## config.mk

```make
export PLATFORM = sky130hd
export DESIGN_NAME = median_of_merged_values_top
export DESIGN_NICKNAME = d
export VERILOG_FILES = /design/src/rtl/core/mov_pkg.sv /design/src/rtl/core/median_of_merged_values_top.sv /design/src/rtl/core/mov_ram.sv
export SDC_FILE = /design/constraint.sdc
export NUM_CORES = 2
export LEC_CHECK = 0
export BUFFER_PORTS_ARGS = -buffer_cell sky130_fd_sc_hd__buf_2
export CAP_MARGIN = 20
export CORE_ASPECT_RATIO = 2
export CORE_UTILIZATION = 40
export CTS_BUF_LIST = sky130_fd_sc_hd__clkbuf_2
export DETAILED_ROUTE_END_ITERATION = 8
export PLACE_DENSITY = 0.54
export SYNTH_ARGS = -nofsm -noshare
export SYNTH_HDL_FRONTEND = slang
export SYNTH_SLANG_ARGS = --single-unit
```

## constraint.sdc

```tcl
create_clock -name i_clk -period 6.8 [get_ports i_clk]
set_input_delay 1.36 -clock i_clk [delete_from_list [all_inputs] [get_ports i_clk]]
set_output_delay 1.36 -clock i_clk [all_outputs]
set_load 0.02 [all_outputs]
```

## src/rtl/core/mov_pkg.sv

```systemverilog
`timescale 1ns / 1ps
// mov_pkg: shared types for the median-of-merged-values block.
// No dependencies; used by median_of_merged_values_top.
package mov_pkg;

    localparam int VAL_W = 32;  // input value width
    localparam int SUM_W = 33;  // doubled median width
    localparam int TOT_W = 7;   // reported count width

    typedef struct packed {
        logic signed [VAL_W-1:0] item_value;
        logic                    last_item;
    } t_in_beat;

    typedef struct packed {
        logic signed [SUM_W-1:0] median_doubled;
        logic [TOT_W-1:0]        item_total;
        logic                    overflow_error;
    } t_out_beat;

    typedef enum logic [2:0] {
        S_IDLE,   // ready for an input beat
        S_INS,    // insertion walk: compare, shift up, place
        S_RD_A,   // read first middle entry
        S_RD_B,   // read second middle entry
        S_SUM     // form result, wait for output register
    } t_state;

endpackage

```

## src/rtl/core/median_of_merged_values_top.sv

```systemverilog
`timescale 1ns / 1ps
// median_of_merged_values_top: streaming median over a bounded, sorted store.
// Depends on mov_pkg and mov_ram.
//
//  channel | dir | handshake          | payload
//  --------+-----+--------------------+-----------------------------------------
//  input   | in  | i_valid / o_stall  | i_data  (item_value, last_item)
//  result  | out | o_valid / i_stall  | o_data  (median_doubled, item_total,
//          |     |                    |          overflow_error)
//
// Sequence: a stored beat is issued, then walks down past each stored value
//   larger than it (one RAM read/compare/write step per shifted entry) and is
//   placed. A dropped beat is not written to the store. A beat marked last
//   adds a median readout through the single RAM read port.
// Reset: synchronous, active low; clears count, overflow flag, state and o_valid.
//   The RAM needs no clearing: only entries written in the current set are read.
// Stalls: o_stall is high whenever the block is busy; a held result keeps the
//   block in its final step until i_stall drops.
module median_of_merged_values_top #(
    parameter int MAX_ITEMS = 64
) (
    input  logic              i_clk,
    input  logic              i_rst_n,
    input  logic              i_valid,
    output logic              o_stall,
    input  mov_pkg::t_in_beat i_data,
    output logic              o_valid,
    input  logic              i_stall,
    output mov_pkg::t_out_beat o_data
);
    import mov_pkg::*;

    localparam int AW = (MAX_ITEMS > 1) ? $clog2(MAX_ITEMS) : 1;  // store address
    localparam int CW = $clog2(MAX_ITEMS + 1);                    // fill count

    t_state r_state, n_state;

    // control
    logic [CW-1:0] r_count, n_count;
    logic          r_ovf, n_ovf;
    logic          r_ovalid, n_ovalid;

    // payload / datapath
    logic signed [VAL_W-1:0] r_val, n_val;
    logic                    r_last, n_last;
    logic [CW-1:0]           r_pos, n_pos;     // slot the new value may land in
    logic signed [VAL_W-1:0] r_a, n_a;         // first middle value
    t_out_beat               r_out, n_out;

    // RAM port
    logic                    ram_we;
    logic [AW-1:0]           ram_waddr;
    logic [VAL_W-1:0]        ram_wdata;
    logic [AW-1:0]           ram_raddr;
    logic [VAL_W-1:0]        ram_rdata;

    logic                    in_acc;
    logic                    full;
    logic                    rd_gt;
    logic                    ins_done;
    logic                    out_load;
    logic [CW-1:0]           half;
    logic [CW-1:0]           pos_m1;
    logic [CW-1:0]           pos_m2;
    logic [CW-1:0]           cnt_m1;
    logic [CW+TOT_W-1:0]     cnt_ext;
    logic signed [SUM_W-1:0] sum_even;
    logic signed [SUM_W-1:0] sum_odd;

    mov_ram #(
        .WIDTH (VAL_W),
        .DEPTH (MAX_ITEMS)
    ) u_store (
        .i_clk   (i_clk),
        .i_we    (ram_we),
        .i_waddr (ram_waddr),
        .i_wdata (ram_wdata),
        .i_raddr (ram_raddr),
        .o_rdata (ram_rdata)
    );

    assign o_stall  = (r_state != S_IDLE);
    assign in_acc   = i_valid && !o_stall;
    assign full     = (r_count == CW'(MAX_ITEMS));
    assign rd_gt    = $signed(ram_rdata) > r_val;
    // walk ends at slot zero or once the stored neighbor is not larger
    assign ins_done = (r_pos == '0) || !rd_gt;
    assign out_load = (r_state == S_SUM) && (!r_ovalid || !i_stall);
    assign half     = r_count >> 1;
    assign pos_m1   = r_pos - 1'b1;
    assign pos_m2   = r_pos - 2'd2;
    assign cnt_m1   = r_count - 1'b1;
    assign cnt_ext  = {{TOT_W{1'b0}}, r_count};

    // sum of the two middle values, sign-extended to stay exact
    assign sum_even = {r_a[VAL_W-1], r_a} + {ram_rdata[VAL_W-1], ram_rdata};
    assign sum_odd  = {r_a, 1'b0};

    // next state
    always_comb begin
        n_state = r_state;
        case (r_state)
            S_IDLE: begin
                if (in_acc) begin
                    if (!full) begin
                        n_state = S_INS;
                    end else if (i_data.last_item) begin
                        n_state = S_RD_A;
                    end
                end
            end
            S_INS: begin
                if (ins_done) begin
                    n_state = r_last ? S_RD_A : S_IDLE;
                end
            end
            S_RD_A:  n_state = S_RD_B;
            S_RD_B:  n_state = S_SUM;
            S_SUM: begin
                if (out_load) begin
                    n_state = S_IDLE;
                end
            end
            default: n_state = S_IDLE;
        endcase
    end

    // datapath and RAM control
    always_comb begin
        n_count   = r_count;
        n_ovf     = r_ovf;
        n_val     = r_val;
        n_last    = r_last;
        n_pos     = r_pos;
        n_a       = r_a;
        n_out     = r_out;
        n_ovalid  = r_ovalid;
        ram_we    = 1'b0;
        ram_waddr = r_pos[AW-1:0];
        ram_wdata = r_val;
        ram_raddr = pos_m2[AW-1:0];

        if (r_ovalid && !i_stall) begin
            n_ovalid = 1'b0;
        end

        case (r_state)
            S_IDLE: begin
                ram_raddr = cnt_m1[AW-1:0];
                if (in_acc) begin
                    n_val  = i_data.item_value;
                    n_last = i_data.last_item;
                    n_pos  = r_count;
                    if (full) begin
                        n_ovf = 1'b1;
                    end
                end
            end
            S_INS: begin
                ram_we = 1'b1;
                if (ins_done) begin
                    // place the new value
                    ram_wdata = r_val;
                    n_count   = r_count + 1'b1;
                end else begin
                    // shift the larger neighbor up, look one slot further down
                    ram_wdata = ram_rdata;
                    n_pos     = pos_m1;
                end
            end
            S_RD_A: begin
                ram_raddr = r_count[0] ? half[AW-1:0] : cnt_m1[AW-1:0] >> 1;
            end
            S_RD_B: begin
                n_a       = $signed(ram_rdata);
                ram_raddr = half[AW-1:0];
            end
            S_SUM: begin
                ram_raddr = half[AW-1:0];  // hold read data while the output waits
                if (out_load) begin
                    n_out.median_doubled = r_count[0] ? sum_odd : sum_even;
                    n_out.item_total     = cnt_ext[TOT_W-1:0];
                    n_out.overflow_error = r_ovf;
                    n_ovalid             = 1'b1;
                    n_count              = '0;
                    n_ovf                = 1'b0;
                end
            end
            default: begin
                ram_we = 1'b0;
            end
        endcase
    end

    always_ff @(posedge i_clk) begin
        if (!i_rst_n) begin
            r_state  <= S_IDLE;
            r_count  <= '0;
            r_ovf    <= 1'b0;
            r_ovalid <= 1'b0;
        end else begin
            r_state  <= n_state;
            r_count  <= n_count;
            r_ovf    <= n_ovf;
            r_ovalid <= n_ovalid;
        end
    end

    always_ff @(posedge i_clk) begin
        r_val  <= n_val;
        r_last <= n_last;
        r_pos  <= n_pos;
        r_a    <= n_a;
        r_out  <= n_out;
    end

    assign o_valid = r_ovalid;
    assign o_data  = r_out;

`ifndef SYNTHESIS
    // fill count never passes the store depth
    a_count_bound: assert property (@(posedge i_clk) disable iff (!i_rst_n)
        r_count <= CW'(MAX_ITEMS))
        else $error("store count beyond capacity");

    // insertion never writes past the current fill
    a_ins_bound: assert property (@(posedge i_clk) disable iff (!i_rst_n)
        (r_state == S_INS) |-> (r_pos <= r_count) && !full)
        else $error("insertion slot out of range");

    // a new result only appears out of the final readout step
    a_out_src: assert property (@(posedge i_clk) disable iff (!i_rst_n)
        $rose(o_valid) |-> ($past(r_state) == S_SUM))
        else $error("result raised outside readout");

    // the store is empty again once a result is loaded
    a_clear: assert property (@(posedge i_clk) disable iff (!i_rst_n)
        out_load |=> (r_count == '0) && !r_ovf)
        else $error("store not cleared after result");
`endif

endmodule

```

## src/rtl/core/mov_ram.sv

```systemverilog
`timescale 1ns / 1ps
// mov_ram: generic simple dual-port RAM, one write and one registered read port.
// No dependencies.
module mov_ram #(
    parameter int WIDTH = 32,
    parameter int DEPTH = 64
) (
    input  logic                     i_clk,
    input  logic                     i_we,
    input  logic [$clog2(DEPTH)-1:0] i_waddr,
    input  logic [WIDTH-1:0]         i_wdata,
    input  logic [$clog2(DEPTH)-1:0] i_raddr,
    output logic [WIDTH-1:0]         o_rdata
);

    logic [WIDTH-1:0] r_mem [DEPTH];
    logic [WIDTH-1:0] r_rdata;

    always_ff @(posedge i_clk) begin
        if (i_we) begin
            r_mem[i_waddr] <= i_wdata;
        end
        r_rdata <= r_mem[i_raddr];
    end

    assign o_rdata = r_rdata;

endmodule
```

# Word level (Yosys, flattened, before mapping)

Memory sizes are Yosys's and may differ from the RTL's. A register that Yosys moved wholly into a read port is not among the register bits.
Cells that the tools add are included.
W data, S select, Z words.

Bits in registers: 125
RAM bits: 2,048
Bits of input ports: 37
Output and inout bits: 43
Word-level logic and storage cells: 80
Memories: 1

Memory list:

| name          | depth | bits a word | read ports | clocked after Yosys merged registers in | wr ports | RTL line      | RTL |
|---|---|---|---|---|---|---|---|
| u_store.r_mem | 64    | 32          | 1          | 1                                       | 1        | mov_ram.sv:16 | `logic [WIDTH-1:0] r_mem [DEPTH];` |

Add/subtract/negate cells: 5
Order comparisons: 1
Equality and inequality tests: 11
Multiplexer cells: 28
Reduce and logical (&&, ||, !) cells: 22

Operators with widths:

| operator              | number |
|---|---|
| $mux W32              | 2 |
| $add A32 B32 Y33      | 1 |
| $mux W33              | 1 |
| $gt A32 B32 Y1        | 1 |
| $mux W7               | 4 |
| $pmux W7 S2           | 2 |
| $pmux W6 S3           | 1 |
| $mux W3               | 5 |
| $pmux W3 S5           | 1 |
| $ne A2 B2 Y1 const B  | 5 |
| $mux W1               | 9 |
| $reduce_and A4 Y1     | 2 |
| $add A7 B1 Y7 const B | 1 |
| $eq A7 B7 Y1 const B  | 1 |
| $logic_not A7 Y1      | 1 |
| $sub A7 B1 Y7 const B | 1 |
| $eq A3 B2 Y1 const B  | 2 |
| $mux W6               | 1 |
| $reduce_and A3 Y1     | 2 |
| $reduce_bool A2 Y1    | 3 |
| $sub A6 B1 Y6 const B | 1 |
| $sub A6 B2 Y6 const B | 1 |
| $logic_not A1 Y1      | 4 |
| $reduce_and A2 Y1     | 2 |
| other kinds (10)      | 13 |

# Logic depth before layout (Yosys ltp)

Depth after elaboration: 5
Mapped depth: 15
Depth with buffers taken out: 11

# By module

A second synthesis with hierarchy kept.

Cells, all modules: 4,105
Area, all modules: 86,260.2 µm²

By module, submodules not included:

| module                      | instances | cells an instance | area each (µm²) | sequential area each (µm²) |
|---|---|---|---|---|
| mov_ram                     | 1         | 3,324             | 78,515.3        | 62,139.6 |
| median_of_merged_values_top | 1         | 781               | 7,744.9         | 3,633.5 |

# Worst setup path after synthesis

OpenSTA, ideal clock, no wires.

Path type: flip-flop to flip-flop
Start: register r_val[21]
End: memory u_store.r_mem[0][31], data pin
Library setup time: 0.702 ns
Data arrival time: 4.964 ns
Required time: 6.098 ns
Slack: 1.135 ns
Cell stages (with the launch flop): 13
Buffers on the path: 2
Period minus slack after synthesis: 5.665 ns
Path through: edfxtp_1 inv_1 ha_1 a21o_1 a21o_1 a21oi_1 o221ai_1 a211o_1 o41ai_1 a21oi_1 buf_2 buf_2 o21ai_0

Word-level cells in the longest chain between the ends: 5

RTL lines:

| element                  | RTL line                           | RTL |
|---|---|---|
| start: declaration       | median_of_merged_values_top.sv:44  | `logic signed [VAL_W-1:0] r_val, n_val;` |
| start signal: assignment | median_of_merged_values_top.sv:210 | `r_val <= n_val;` |
| $gt A32 B32 Y1           | median_of_merged_values_top.sv:85  | `assign rd_gt = $signed(ram_rdata) > r_val;` |
| $logic_not A1 Y1         | median_of_merged_values_top.sv:87  | `assign ins_done = (r_pos == '0) \|\| !rd_gt;` |
| $logic_or A1 B1 Y1       | median_of_merged_values_top.sv:87  |  |
| $mux W32                 | median_of_merged_values_top.sv:161 | `if (ins_done) begin` |
| $mux W32                 | median_of_merged_values_top.sv:147 | `case (r_state)` |
| named net ram_wdata[31]  | median_of_merged_values_top.sv:53  | `logic [VAL_W-1:0] ram_wdata;` |
| end: declaration         | mov_ram.sv:16                      |  |

The timed path passes the listed nets, and every way through them passes these cells.

# Worst setup path in the final report

Start: register u_store.r_rdata[13] (netlist: u_store.o_rdata[13]), read port of u_store.r_mem
End: memory u_store.r_mem[13][10], data pin

Word-level cells in the longest chain between the ends: 5

RTL lines:

| element                 | RTL line                           | RTL |
|---|---|---|
| start: declaration      | mov_ram.sv:17                      | `logic [WIDTH-1:0] r_rdata;` |
| $gt A32 B32 Y1          | median_of_merged_values_top.sv:85  |  |
| $logic_not A1 Y1        | median_of_merged_values_top.sv:87  |  |
| $logic_or A1 B1 Y1      | median_of_merged_values_top.sv:87  |  |
| $mux W32                | median_of_merged_values_top.sv:161 |  |
| $mux W32                | median_of_merged_values_top.sv:147 |  |
| named net ram_wdata[10] | median_of_merged_values_top.sv:53  |  |

The timed path passes the listed nets, and every way through them passes these cells.

==> flow_summary_export.csv <==
group,metric,value,unit
timing,hold_viol,0,
power,p_per_area,390,nW/um2
floorplan,die-area,225000,um2
timing,worst_slack,1780,ps
yosys,synth_area_per_cell,14.1,um2
drt,drt_first_iter_violations,4691,
timing,fin_worst_skew,126,ps
critical_path,worstRegToRegCells,10,
clock_tree,cts_resized,0,
critical_path,path_max_fanout,39,
drt,dr.pass1.iters,6,
timing,setup_viol,0,
placed_design,dp_slack,1900,ps
drt,num_vias,57000,
floorplan,initial_utilization,0.402,
clock_tree,numCtsBuffers,455,
grt,grt.overflow.total,0,
yosys,ys_warn_count,0,
clock_tree,cts_root_buffer,"clkbuf_2",
critical_path,worst-endpoint-arrival,6370,ps
hold_path,worstHoldStart,"i_data[25]",
drt,ant_nets,0,
drt,routed_via_density,5.72,
yosys,synthesis.nets,6455,
grt,grt_pass1_vias,56000,
critical_path,crit_path_start_kind,"flip-flop",
critical_path,r2r_start,"u_store.o_rdata[13]$_DFF_P_",
floorplan,die_x,336,um
yosys,synth_largest_type_area_fraction,0.726,
timing,fin_crit_sh,0.738,
yosys,ys_top_cells_by_count,"edfxtp_1 (2,161), nand2_1 (1,122), a211oi_1 (579)",
drt,wl_met1,103000,um
hold_path,whs_endpoint,"r_val[24]$_DFFE_PP_",
yosys,ys_types,70,
cells_and_area,layout-drive-gt1-share,0.152,
floorplan,ios,80,
placed_design,dpl.hpwl,150000,um
grt,antenna_found_initial,10,
flow_run,cap_viol_max_count,0,
clock_tree,cts_tree,"done",
timing,setup_tns,0,ps
power,p_total,0.0385,W
yosys,synth_area_leaders,"edfxtp_1 (73%), a211oi_1 (4.9%), nand2_1 (4.7%)",
yosys,ys_async_sr_fraction,0,
clock_tree,htreeDepth,5,
grt,grt_max_degree,187,
yosys,ys_seq_area_frac,0.736,
hold_path,hold_class,"in2reg",
power,ir_worst_vdd,0.457,mV
cells_and_area,syn_to_final_growth,10.3,%
drt,highest_layer,"met4",
critical_path,reg2reg_slack,1780,ps
yosys,syn_area,89400,um2
drt,routedWlPerCell,26.9,um
critical_path,cp.required,8150,ps
grt,grt_pass1_wl,381000,um
yosys,synth_edf_count,2161,
timing,worstMarginPinSlew,1150,ps
power,power.leakage,31.8,nW
grt,grt_util_all_layers,0.232,
yosys,synth_seq_cells,2205,
critical_path,r2r_end,"u_store.r_mem[13][10]$_DFFE_PP_",
status,status,"complete, no violations",
yosys,yosysMostFrequentCell,"edfxtp_1",
timing,fin_crit,5020,ps
drt,wl_met2,141000,um
timing,max_freq,199,MHz
critical_path,critPathKind,"reg2reg",
clock_tree,clock_path_buffers,4,
timing,rsz0062_at_grt,"no",
cells_and_area,final_nets,6746,
drt,finalWirelength,268000,um
placed_design,portBuffers,79,
clock_tree,cts_sinks,2205,
drt,wl_met3,15200,um
drt,post-route-drc-count,0,
clock_tree,clkTransAtPathRegs,130,ps
hold_path,holdPathStages,2,
floorplan,die_y,671,um
placed_design,finalWeightedCongestion,0.856,
floorplan,core_area,222000,um2
floorplan,num_rows,245,
timing,slew_viol_final,0,
critical_path,end_kind,"flip-flop",
yosys,synth_flop_cell,"edfxtp_1",
clock_tree,insertion_delay,1660,ps
yosys,yosys.area.top_type,"edfxtp_1",
timing,maxSlewHeadroom,0.233,
yosys,syn_inst,6344,
==> kinds of logic (layout without fill, tap and decap cells) <==
| group | count (synthesis) | in the layout | synth area share |
|---|---|---|---|
| compound gates | 1610 | 1610 | 0.127 |
| xor+xnor | 34 | 34 | 0.00333 |
| fa+ha+maj | 74 | 74 | 0.0104 |
| buf+inv | 505 | 1139 | 0.0230 |
| flops | 2205 | 2205 | 0.736 |
| mux | 4 | 4 | 0.000462 |
| other cells | 0 | 12 | 0 |
| simple gates | 1912 | 1912 | 0.0997 |
==> worst max path at each step <==
stage / to / from / slack [ps] / cells after the start
global placement: u_store.r_mem[17][5]$_DFFE_PP_ / u_store.o_rdata[10]$_DFF_P_ / 1650 / 11
CTS: u_store.r_mem[13][10]$_DFFE_PP_ / u_store.o_rdata[13]$_DFF_P_ / 1810 / 10
detailed placement: u_store.r_mem[5][10]$_DFFE_PP_ / u_store.o_rdata[10]$_DFF_P_ / 1900 / 10
finish: u_store.r_mem[13][10]$_DFFE_PP_ / u_store.o_rdata[13]$_DFF_P_ / 1780 / 10
floorplan: u_store.r_mem[0][31]$_DFFE_PP_ / r_val[21]$_DFFE_PP_ / 1130 / 12
global route: u_store.r_mem[17][10]$_DFFE_PP_ / u_store.o_rdata[8]$_DFF_P_ / 1730 / 11
==> worst max-delay path: stages, from the launching register on <==
cell	delay, ps
dfxtp_1	640
ha_1	360
a21oi_1	130
o21ai_0	90
a2111oi_1	890
a31oi_1	230
o41ai_1	660
a21oi_4	40
buf_4	360
o21ai_4	820
buf_4	420
==> power breakdown <==
part | switching [W] | leakage [nW] | internal (W)
sequential | 0.000352 | 19.9 | 0.0167
clock | 0.00504 | 3.03 | 0.00272
combinational | 0.00971 | 8.92 | 0.00395
total | 0.0151 | 31.8 | 0.0234
==> cells in the final DEF, fill, tap and decap left out, types with 37 or more instances in the layout <==
cell type	instances
a311oi_1	226
dlygate4sd3_1	37
nor2_4	65
and2_1	514
a31oi_1	298
buf_2	79
a211oi_1	579
clkinv_1	132
edfxtp_1	2161
ha_1	73
inv_1	49
a21oi_1	205
buf_4	142
nor2_1	73
nand2_1	1122
dfxtp_1	43
clkbuf_2	639
o21ai_0	59
a22oi_1	56
==> state kept, by name, summed over array words and instances (netlist names) <==
name and count:
r_state 3, r_count 7, r_a 32, r_last 1, o_data 41, u_store.r_mem 2048
r_val 32, r_ovf 1, u_store.o_rdata 32, r_pos 7, o_valid 1
==> timing repair <==
action / CTS / global route
setup buffers: 0 / 0
hold endpoints to repair: 37 / 0
hold buffers: 37 / 0
==> layout make-up <==
type                       count  area (um2)
fill                       19900      124000
sequential                  2205       65800
multi-input combinational   3634       22500
tap                         2964        3710
clock buffer                 639        3200
timing repair buffer         289        2450
clock inverter               161         766
inverter                      50         188
antenna                       12        30.0
==> through the flow <==
step | instances | cell area (um2) | hold WS (ps) | utilization
5_1_grt | 9948 | 98600 | 364 | 0.444
4_1_cts | 9941 | 98600 | 265 | 0.444
3_3_place_gp | 9100 | 94100 | 421 | 0.424
3_5_place_dp | 9104 | 94200 | 434 | 0.424
6_report | 9954 | 98600 | 475 | 0.444
2_1_floorplan | 6344 | 89400 | 403 | -
==> per-layer routing <==
layer	track usage	up-vias
li1	-	25200
met1	0.279	29100
met2	0.418	2066
met3	0.0317	538
met4	0.0898	0
met5	0	-
(Power assumes the default switching activity.)
